===== src/rtl/slot_table_allocator_assert.svh =====
// Assertion macros used by the top-level RTL.
`ifndef SLOT_TABLE_ALLOCATOR_ASSERT_SVH
`define SLOT_TABLE_ALLOCATOR_ASSERT_SVH

// Same-cycle implication, checked out of reset.
`define STA_ASSERT_NOW(label, ante, cons) \
  label: assert property (@(posedge clk) disable iff (rst) (ante) |-> (cons)) \
    else $error("slot_table_allocator: assertion failed");

// Next-cycle implication, checked out of reset.
`define STA_ASSERT_NEXT(label, ante, cons) \
  label: assert property (@(posedge clk) disable iff (rst) (ante) |=> (cons)) \
    else $error("slot_table_allocator: assertion failed");

`endif


===== src/rtl/sta_pkg.sv =====
package sta_pkg;

  localparam int SLOTS         = 64;
  localparam int ELEMENT_BYTES = 8;
  localparam int SLOT_W        = $clog2(SLOTS);
  localparam int CNT_W         = $clog2(SLOTS + 1);
  localparam int ELEM_W        = 64;
  localparam int NB_W          = 4;
  localparam int OP_W          = 3;

  localparam logic [OP_W-1:0] OP_FILL      = 3'd0;
  localparam logic [OP_W-1:0] OP_ALLOC     = 3'd1;
  localparam logic [OP_W-1:0] OP_CLEAR     = 3'd2;
  localparam logic [OP_W-1:0] OP_READ      = 3'd3;
  localparam logic [OP_W-1:0] OP_FIND      = 3'd4;
  localparam logic [OP_W-1:0] OP_CLEAR_ALL = 3'd5;

  typedef struct packed {
    logic load;
    logic scan_clr;
    logic scan_step;
    logic find_issue;
    logic find_cap;
    logic empty_cap;
    logic read_cap;
    logic commit;
  } sta_cmd_t;

  typedef struct packed {
    logic [OP_W-1:0] op;
    logic            auto_slot;
    logic            find_ok;
    logic            scan_end;
    logic            empty_now;
    logic            find_match;
    logic            cmp_valid;
    logic            out_free;
  } sta_stat_t;

  // Ones in the low nb bytes.
  function automatic logic [ELEM_W-1:0] byte_mask(input logic [NB_W-1:0] nb);
    logic [ELEM_W-1:0] m;
    m = '0;
    for (int b = 0; b < ELEM_W / 8; b++) begin
      if (NB_W'(b) < nb) m[8*b +: 8] = 8'hff;
    end
    return m;
  endfunction

endpackage


===== src/rtl/sta_ctrl.sv =====
module sta_ctrl (
  input  logic               clk,
  input  logic               rst,
  input  logic               in_valid,
  output logic               in_ready,
  input  sta_pkg::sta_stat_t stat,
  output sta_pkg::sta_cmd_t  cmd
);
  import sta_pkg::*;

  localparam logic [2:0] S_IDLE     = 3'd0;
  localparam logic [2:0] S_DISPATCH = 3'd1;
  localparam logic [2:0] S_EMPTY    = 3'd2;
  localparam logic [2:0] S_FIND     = 3'd3;
  localparam logic [2:0] S_READ     = 3'd4;
  localparam logic [2:0] S_COMMIT   = 3'd5;

  logic [2:0] state;
  logic [2:0] state_next;

  always_ff @(posedge clk) begin
    if (rst) state <= S_IDLE;
    else     state <= state_next;
  end

  assign in_ready = (state == S_IDLE);

  always_comb begin
    cmd        = '0;
    state_next = state;
    unique case (state)
      S_IDLE: begin
        if (in_valid) begin
          cmd.load   = 1'b1;
          state_next = S_DISPATCH;
        end
      end
      S_DISPATCH: begin
        cmd.scan_clr = 1'b1;
        unique case (stat.op)
          OP_FILL:  state_next = stat.auto_slot ? S_EMPTY : S_COMMIT;
          OP_ALLOC: state_next = S_EMPTY;
          OP_READ:  state_next = S_READ;
          OP_FIND:  state_next = stat.find_ok ? S_FIND : S_COMMIT;
          default:  state_next = S_COMMIT;
        endcase
      end
      S_EMPTY: begin
        priority if (stat.scan_end) begin
          state_next = S_COMMIT;
        end else if (stat.empty_now) begin
          cmd.empty_cap = 1'b1;
          state_next    = S_COMMIT;
        end else begin
          cmd.scan_step = 1'b1;
        end
      end
      S_FIND: begin
        cmd.find_cap = 1'b1;
        priority if (stat.find_match) begin
          state_next = S_COMMIT;
        end else if (stat.scan_end) begin
          // Let the last compare drain.
          if (!stat.cmp_valid) state_next = S_COMMIT;
        end else begin
          cmd.find_issue = 1'b1;
          cmd.scan_step  = 1'b1;
        end
      end
      S_READ: begin
        cmd.read_cap = 1'b1;
        state_next   = S_COMMIT;
      end
      S_COMMIT: begin
        if (stat.out_free) begin
          cmd.commit = 1'b1;
          state_next = S_IDLE;
        end
      end
      default: state_next = S_IDLE;
    endcase
  end

endmodule


===== config.mk =====
export PLATFORM = sky130hd
export DESIGN_NAME = sta_ctrl
export DESIGN_NICKNAME = d
export VERILOG_FILES = /design/src/rtl/slot_table_allocator_assert.svh /design/src/rtl/sta_pkg.sv /design/src/rtl/sta_ctrl.sv
export SDC_FILE = /design/constraint.sdc
export NUM_CORES = 1
export LEC_CHECK = 0
export ABC_AREA = 1
export BUFFER_PORTS_ARGS = -buffer_cell sky130_fd_sc_hd__buf_2
export CAP_MARGIN = 20
export CORE_AREA = 5 5 42 44
export CTS_BUF_LIST = sky130_fd_sc_hd__clkbuf_16
export CTS_CLUSTER_DIAMETER = 40
export DETAILED_ROUTE_END_ITERATION = 12
export DIE_AREA = 0 0 47 49
export GPL_ROUTABILITY_DRIVEN = 1
export PLACE_DENSITY_LB_ADDON = 0.1
export SLEW_MARGIN = 20
export SYNTH_ARGS = -nofsm -noshare
export SYNTH_HDL_FRONTEND = slang
export SYNTH_SLANG_ARGS = --single-unit

===== constraint.sdc =====
create_clock -name clk -period 3.15 [get_ports clk]
set_clock_uncertainty 0.05 [all_clocks]
set_input_delay 0.1575 -clock clk [delete_from_list [all_inputs] [get_ports clk]]
set_output_delay 0.1575 -clock clk [all_outputs]
set_load 0.02 [all_outputs]

==> results.cfg, run 1 <==
[status]
status = finished, final reports clean

[worst_setup_path]
cp_slowest_cell = dfxtp_1
path_cells = inv_1 > nor3_1 > and3b_1 > buf_2
path_max_fanout = 8
worstSetupPathType = reg2out
arrival_ns = 1.39
worstPathRequired_ns = 2.94
start_kind = flip-flop
cpPeakStageDelay_ns = 0.48
crit_path_end_kind = primary output

[synth]
synth-edff-count = 0
ys_types = 19
synth_cells = 69
async_flop_share_pct = 0
synth-seq-area-share_pct = 16.5
ys_top_cells_by_area = dfxtp_1 (16%), nand2_1 (15%), nor2_1 (15%)
synth_top_cells_by_count = nand2_1 (15), nor2_1 (15), inv_1 (12)
synth_warnings = 0
synth_flop_cell = dfxtp_1
synth_area_per_cell_um2 = 5.28
netlist_area_um2 = 364
synth-seq-cells = 3
synth.top_cell.area_share_pct = 16.5
syn-num-nets = 82
synth_top_cell_by_area = dfxtp_1

[placement]
placed_cells = 105
gp_congestion = 0.725
io_buffers = 21
place_ws_ns = 1.82
dp_hpwl_um = 854

[timing]
fmax_mhz = 625
final_hold_viol_count = 0
tightest_slew_ns = 0.305
period_needed_ns = 1.60
fin_crit_sh_pct = 50.8
timing.final.ws_setup_ns = 1.55
rsz0062_at_grt = no
tns_ns = 0
setup_viol = 0
drv_slew = 0
slew_headroom_pct = 79.6

[cts]
hold_buffers = 0
path_clk_slew_ns = 0.03
cts.sinks = 3
post_cts_buffers = 0
ctsResizeCount = 0
clock_latency_ns = 0.22
cts_buffer_depth = 2
cts_buffers = 3
cts_tree = built
h-tree-depth = 1
cts_root_buffer = clkbuf_16

[grt]
overflow = 0
grt_max_degree = 9
grt_pass1_wl_mm = 1.74
antenna_found_initial = 0
first_global_vias = 448
grt_usage_pct = 10.5

[drt]
vias_per_cell = 4.56
drtPass1Iterations = 4
num_vias = 497
ant_nets = 0
wl_per_cell_um = 9.50
drc = 0
drtIter0Drc = 5
wl_mm = 1.04

[pwr]
ir_worst_vdd_mv = 0.374
p_per_area_nw_per_um2 = 933
p_leak_nw = 0.355

[cells_and_area]
regMostFlops = state
final-instance-count-excl-fill = 109
largestRegisters = state (3)
num-nets-final = 107
antennaDiodeCount = 0
area_growth_syn_to_layout_pct = 54.6
fin_util_pct = 40.2
largest_register_ffs = 3
drive_gt1_share_pct = 33.3

[floorplan]
core_area_um2 = 1400
fp.dieH_um = 49
die_area_um2 = 2300
initial_core_util_pct = 26.0
die_width_um = 47
fp-row-count = 14
ios = 22

[flow_run]
maxCapViolCount = 0

[worst_hold_path]
hold_path_class = in2reg
path summary, 6_finish.rpt:
path / depth (start not counted) / slack, ns / end / start
worst max-delay path: 4 / 1.55 / cmd[2] / state[1]
worst min-delay path: 4 / 0.15 / state[0] / rst
worst max register to register: 7 / 1.84 / state[0] / state[1]
worst min register to register: 3 / 0.62 / state[0] / state[0]
critical path, delay by kind of cell (launching register included):
kind / cells / cell delay [ns]
simple gates: 2 / 0.43
buf+inv: 2 / 0.26
flops: 1 / 0.48
final cells by class:
cell class | instances | area [um^2]
clock buffers | 3 | 75.1
clock inverters | 1 | 3.75
fillers | 167 | 838
inverters | 14 | 52.6
multi-input cells | 51 | 246
flip-flops and latches | 3 | 60.1
well taps | 16 | 20.0
repair buffers | 21 | 105
metal layers:
layer	vias up	part of all wire (%)	GRT usage, %	wire length, um
met3	4	10	3.69	104
met1	207	45	12.4	466
met5	-	0	0	0
met2	19	41	14.5	427
met4	0	3.7	8.29	38
li1	267	-	-	-
power by group:
group / switching, W / leakage (nW) / total [W] / internal, W
logic: 0.000155 / 0.288 / 0.000240 / 0.0000852
clock network: 0.0000338 / 0.0423 / 0.000197 / 0.000164
registers: 0.0000336 / 0.0249 / 0.0000880 / 0.0000544
layout by cell type, fill, tap and decap left out, types with 2 or more instances in the layout:
master and instances:
nand2_1 15, inv_1 13, a21oi_1 2, clkbuf_16 3, nand4_1 3, buf_2 21
nor2_1 15, o21bai_1 2, nand3_1 4, dfxtp_1 3, inv_2 2, nand2_2 2
stage by stage:
| step | area, um^2 | total power, W | hold slack [ns] |
|---|---|---|---|
| after detailed placement | 484 | 0.000330 | 0.386 |
| after global routing | 563 | 0.000565 | 0.172 |
| after CTS | 563 | 0.000531 | 0.156 |
| after global placement | 484 | 0.000329 | 0.381 |
| final | 563 | 0.000525 | 0.153 |
| after floorplan | 364 | 0.000263 | 0.275 |
cells by family (layout without fill, tap and decap cells):
logic type | after synthesis | count (layout) | share of synthesized area [%]
AO/OA/AOI/OAI | 6 | 6 | 9.96
buffers and inverters | 15 | 39 | 15.8
flip-flops | 3 | 3 | 16.5
AND/OR/NAND/NOR | 45 | 45 | 57.7
(Power assumes the default switching activity.)
==> inputs of run 2 (changes only) <==
==> constraint.sdc (replaced) <==
create_clock -name clk -period 1.6 [get_ports clk]
set_clock_uncertainty 0.05 [all_clocks]
set_input_delay 0.08 -clock clk [delete_from_list [all_inputs] [get_ports clk]]
set_output_delay 0.08 -clock clk [all_outputs]
set_load 0.02 [all_outputs]
==> run 2 against run 1 <==
First-iteration DRC count up 40%. Total power grew 97%. Cell area grew 0.22%. Non-clock buffer count stayed put. Cell count stayed put. Clock power up 100%. Flip-flop and latch count unchanged. Highest routed layer unchanged. Via count fell by 5.4%. Global-route usage fell by 0.34 points. Die area stayed put. Utilization increased by 0.089 points.
==> results.cfg, run 2 (same netlist as run 1, synthesis figures left out) <==
[grt]
antenna_found_initial = 0
grt_pass1_wl_mm = 1.68
first_global_vias = 446
grt_usage_pct = 10.1
grt_max_degree = 9
overflow = 0

[cts]
post_cts_buffers = 0
cts.sinks = 3
path_clk_slew_ns = 0.03
h-tree-depth = 1
cts_root_buffer = clkbuf_16
cts_buffer_depth = 2
cts_buffers = 3
hold_buffers = 0
clock_latency_ns = 0.23
cts_tree = built
ctsResizeCount = 0

[worst_setup_path]
path_max_fanout = 8
crit_path_end_kind = primary output
r2r_slack_ns = 0.35
worstSetupPathType = reg2out
worstPathRequired_ns = 1.47
arrival_ns = 1.27
crit_start = state[1]
worstRegToRegCells = 7
rr_endpoint = state[0]
worstReg2RegStart = state[2]
start_kind = flip-flop

[cells_and_area]
final_area_um2 = 564
final_cell_mix = buf_2 (21), nor2_1 (15), nand2_1 (15)
area_growth_syn_to_layout_pct = 55.0
regMostFlops = state
seq_area_um2 = 61.3
multi_input_area_um2 = 246
num-nets-final = 107
antennaDiodeCount = 0
final_common_cell = buf_2
drive_gt1_share_pct = 34.4
largest_register_ffs = 3
fin_util_pct = 40.3
fillCellCount = 160
largestRegisters = state (3)

[placement]
place_ws_ns = 0.333
gp_congestion = 0.728
dp_hpwl_um = 851
placed_area_um2 = 484
io_buffers = 21

[flow_run]
maxCapViolCount = 0

[floorplan]
die_width_um = 47
initial_core_util_pct = 26.0
core_area_um2 = 1400
fp.dieH_um = 49
die_area_um2 = 2300
ios = 22
fp-row-count = 14

[worst_hold_path]
min_path_cells = 4
hp-start = rst
hold_end = state[0]
hold_path_class = in2reg

[drt]
wl_per_cell_um = 9.28
num_vias = 470
drc = 0
drtPass1Iterations = 2
wl_mm = 1.01
vias_per_cell = 4.31
ant_nets = 0
drtIter0Drc = 7

[status]
status = finished, final reports clean

[timing]
tns_ns = 0
timing.final.ws_setup_ns = 0.202
setup_viol = 0
period_needed_ns = 1.40
drv_slew = 0
tightest_slew_ns = 0.266
final_hold_viol_count = 0
rsz0062_at_grt = no
fmax_mhz = 715
fin_crit_sh_pct = 87.4
slew_headroom_pct = 82.1

[pwr]
p_int_w = 0.000600
ir_worst_vdd_mv = 0.883
p_leak_nw = 0.355
p_comb_share_pct = 45.0
p_per_area_nw_per_um2 = 1840
seqPwrFrac_pct = 16.7
switchingPower_w = 0.000436
pwr-share-clk_pct = 38.3
switching_share_pct = 42.1
[run 2: cell counts in the layout (fill, tap and decap cells not counted)]
Identical to the previous run, type by type.
[run 2: cell type report]
type,count,area share (%)
tap,16,3.55
sequential,3,10.9
inverter,14,9.31
clock inverter,1,0.665
multi-input combinational,51,43.7
clock buffer,3,13.3
timing repair buffer,21,18.6
[run 2: power groups by stage]
stage | sequential, W | clock, W | combinational (W)
after floorplan | 0.000146 | 0 | 0.000372
after global placement | 0.000173 | 0 | 0.000476
after detailed placement | 0.000171 | 0 | 0.000472
after CTS | 0.000169 | 0.000405 | 0.000474
after global routing | 0.000185 | 0.000413 | 0.000524
final | 0.000173 | 0.000396 | 0.000466
[run 2: how the worst max path moves through the flow]
| stage | end | depth (start not counted) | slack (ns) |
|---|---|---|---|
| 6_report | cmd[2] | 4 | 0.20 |
| 5_1_grt | cmd[0] | 3 | 0.07 |
| 4_1_cts | cmd[2] | 4 | 0.09 |
| 3_5_place_dp | cmd[2] | 4 | 0.33 |
| 3_3_place_gp | state[2] | 7 | 0.30 |
| 2_1_floorplan | state[2] | 9 | 0.24 |
[run 2: worst max-delay path: stages (launching register included)]
cell and delay (ns):
dfxtp_2 0.40, inv_1 0.07, nor3_1 0.22, and3b_1 0.19, buf_2 0.16
[run 2: layer usage]
metal,wire (um),vias up,track usage (%)
met4,22,0,6.91
met2,443,17,15.2
li1,-,267,-
met3,112,2,3.69
met5,0,-,0
met1,434,184,11.4
[run 2: per-stage QoR]
stage	std cells	total power, W	hold slack (ns)
4_1_cts	109	0.00105	0.0704
3_3_place_gp	105	0.000649	0.309
3_5_place_dp	105	0.000643	0.307
5_1_grt	109	0.00112	0.0824
6_report	109	0.00104	0.0723
2_1_floorplan	69	0.000518	0.198
==> inputs of run 3 (changes only) <==
--- a/config.mk
+++ b/config.mk
@@ -5,7 +5,7 @@
 export SDC_FILE = /design/constraint.sdc
 export NUM_CORES = 1
 export LEC_CHECK = 0
-export ABC_AREA = 1
+export ABC_AREA = 0
 export BUFFER_PORTS_ARGS = -buffer_cell sky130_fd_sc_hd__buf_2
 export CAP_MARGIN = 20
 export CORE_AREA = 5 5 42 44
==> run 3 against run 2 <==
Clock-buffer cell count stayed put. Sequential power is 28% lower. Cell area is 1.8% lower. Combinational power is 37% lower. Clock power is 2% lower. Sequential share of layout area hardly changed. Critical path depth is 1 lower. Flip-flop and latch count stayed put. Die area stayed put.
==> results.cfg, run 3 <==
[status]
status = finished, final reports clean

[floorplan]
die_area_um2 = 2300
fp-row-count = 14
core_area_um2 = 1400
fp.dieH_um = 49
ios = 22
initial_core_util_pct = 22.9
die_width_um = 47

[worst_setup_path]
worstReg2RegStart = state[0]
path_max_fanout = 7
rr_endpoint = state[0]
arrival_ns = 1.32
cp_slowest_cell = dfxtp_1
worstPathRequired_ns = 1.47
r2r_slack_ns = 0.22
path_cells = nor4bb_2 > nor2b_1 > buf_2
crit_start = state[0]
crit_path_end_kind = primary output
cpPeakStageDelay_ns = 0.43
start_kind = flip-flop
cp-endpoint = cmd[4]
worstRegToRegCells = 4
worstSetupPathType = reg2out

[grt]
first_global_vias = 377
overflow = 0
grtUsageMet3_pct = 2.58
grt_usage_pct = 9.44
antenna_found_initial = 0
grt.busiest_layer = met1
grt_pass1_wl_mm = 1.63
grt_max_degree = 10
met1_usage_pct = 13.8
grtUsageMet2_pct = 12.4

[cells_and_area]
final_cell_mix = buf_2 (21), nor3_1 (4), a21oi_1 (4), buf_4 (4)
area_growth_syn_to_layout_pct = 72.4
num-nets-final = 84
final_area_um2 = 554
largest_register_ffs = 3
antennaDiodeCount = 0
largestRegisters = state (3)
final_common_cell = buf_2
regMostFlops = state
drive_gt1_share_pct = 45.7

[cts]
cts_root_buffer = clkbuf_16
clock_latency_ns = 0.22
path_clk_slew_ns = 0.03
cts_tree = built
cts_buffers = 3
cts_buffer_depth = 2
h-tree-depth = 1
hold_buffers = 0
ctsResizeCount = 0
cts.sinks = 3
post_cts_buffers = 0

[flow_run]
maxCapViolCount = 0

[drt]
vias_per_cell = 4.87
wl_um = 990
drtPass1Iterations = 4
num_vias = 419
drtIter0Drc = 11
drc = 0
wl_per_cell_um = 11.5
ant_nets = 0

[timing]
setup_viol = 0
fin_crit_sh_pct = 90.4
fmax_mhz = 691
rsz0062_at_grt = no
tightest_slew_ns = 0.383
drv_slew = 0
tns_ns = 0
final_hold_viol_count = 0
slew_headroom_pct = 74.2
period_needed_ns = 1.45

[synth]
syn-num-nets = 57
ys_top_cells_by_area = dfxtp_1 (19%), nor3b_1 (7.0%), a21oi_1 (6.2%)
synth_warnings = 0
synth_top_cells_by_count = a21oi_1 (4), nor3_1 (4), dfxtp_1 (3), nor3b_1 (3)
synth-edff-count = 0
netlist_area_um2 = 322
ys_types = 25
synth-seq-area-share_pct = 18.7
synth.top_cell.area_share_pct = 18.7
synth_cells = 44
synth-seq-cells = 3
synth_area_per_cell_um2 = 7.31
synth_top_cell_by_area = dfxtp_1
async_flop_share_pct = 0
synth_flop_cell = dfxtp_1

[pwr]
p_leak_nw = 0.266
p_per_area_nw_per_um2 = 1460
ir_worst_vdd_mv = 1.44
p_total_w = 0.000809

[placement]
gp_congestion = 0.738
dp_hpwl_um = 788
io_buffers = 21
placed_area_um2 = 464

[worst_hold_path]
hold_path_class = in2reg
## run 3: cell count changes after synthesis, sizes merged, moves of 3 or more
cell   change
nor3b      +3
nand3      -5
inv       -12
nand4      -3
nand2     -15
nor2      -14
## run 3: worst min path at each step
stage,start,to,slack [ns],cells after the start
floorplan,rst,state[1],0.09,1
finish,rst,state[1],0.03,2
CTS,rst,state[1],0.03,2
global route,rst,state[1],0.04,2
global placement,rst,state[1],0.26,2
detailed placement,rst,state[1],0.26,2
## run 3: report_power, final
part           switching, W  total [W]  internal (W)
clock             0.0000669   0.000389      0.000322
sequential        0.0000314   0.000125     0.0000934
combinational      0.000165   0.000295      0.000130
total              0.000264   0.000809      0.000546
## run 3: cell type report
cell class | instances | area [um^2]
timing repair buffer | 25 | 135
fill | 159 | 847
clock buffer | 3 | 75.1
inverter | 2 | 7.51
tap | 16 | 20.0
clock inverter | 1 | 3.75
multi-input combinational | 36 | 253
sequential | 3 | 60.1
## run 3: cells by family after synthesis
group	count (synthesis)	synth area share, %
AO/OA/AOI/OAI	13	28.8
AND/OR/NAND/NOR	22	43.2
flip-flops	3	18.7
buffers and inverters	5	6.23
multiplexers	1	3.11
## run 3: routing by layer
layer  part of all wire (%)  up-vias
met5                      0        -
met4                    1.1        0
met3                    9.3        2
met2                     41       15
met1                     49      186
li1                       -      216
## run 3: stage by stage
| stage | instances | hold slack [ns] | worst slack, ns | utilization (%) |
|---|---|---|---|---|
| after floorplan | 44 | 0.0946 | 0.116 | - |
| after global placement | 82 | 0.257 | 0.158 | 33.1 |
| after detailed placement | 82 | 0.256 | 0.173 | 33.1 |
| after CTS | 86 | 0.0292 | 0.0407 | 38.8 |
| after global routing | 86 | 0.0411 | 0.0332 | 39.6 |
| final | 86 | 0.0287 | 0.153 | 39.6 |
## run 3: worst max-delay path, delay by kind of cell, from the launching register on
| kind | cells | cell delay (ns) |
|---|---|---|
| flops | 1 | 0.43 |
| simple gates | 2 | 0.50 |
| buf+inv | 1 | 0.17 |
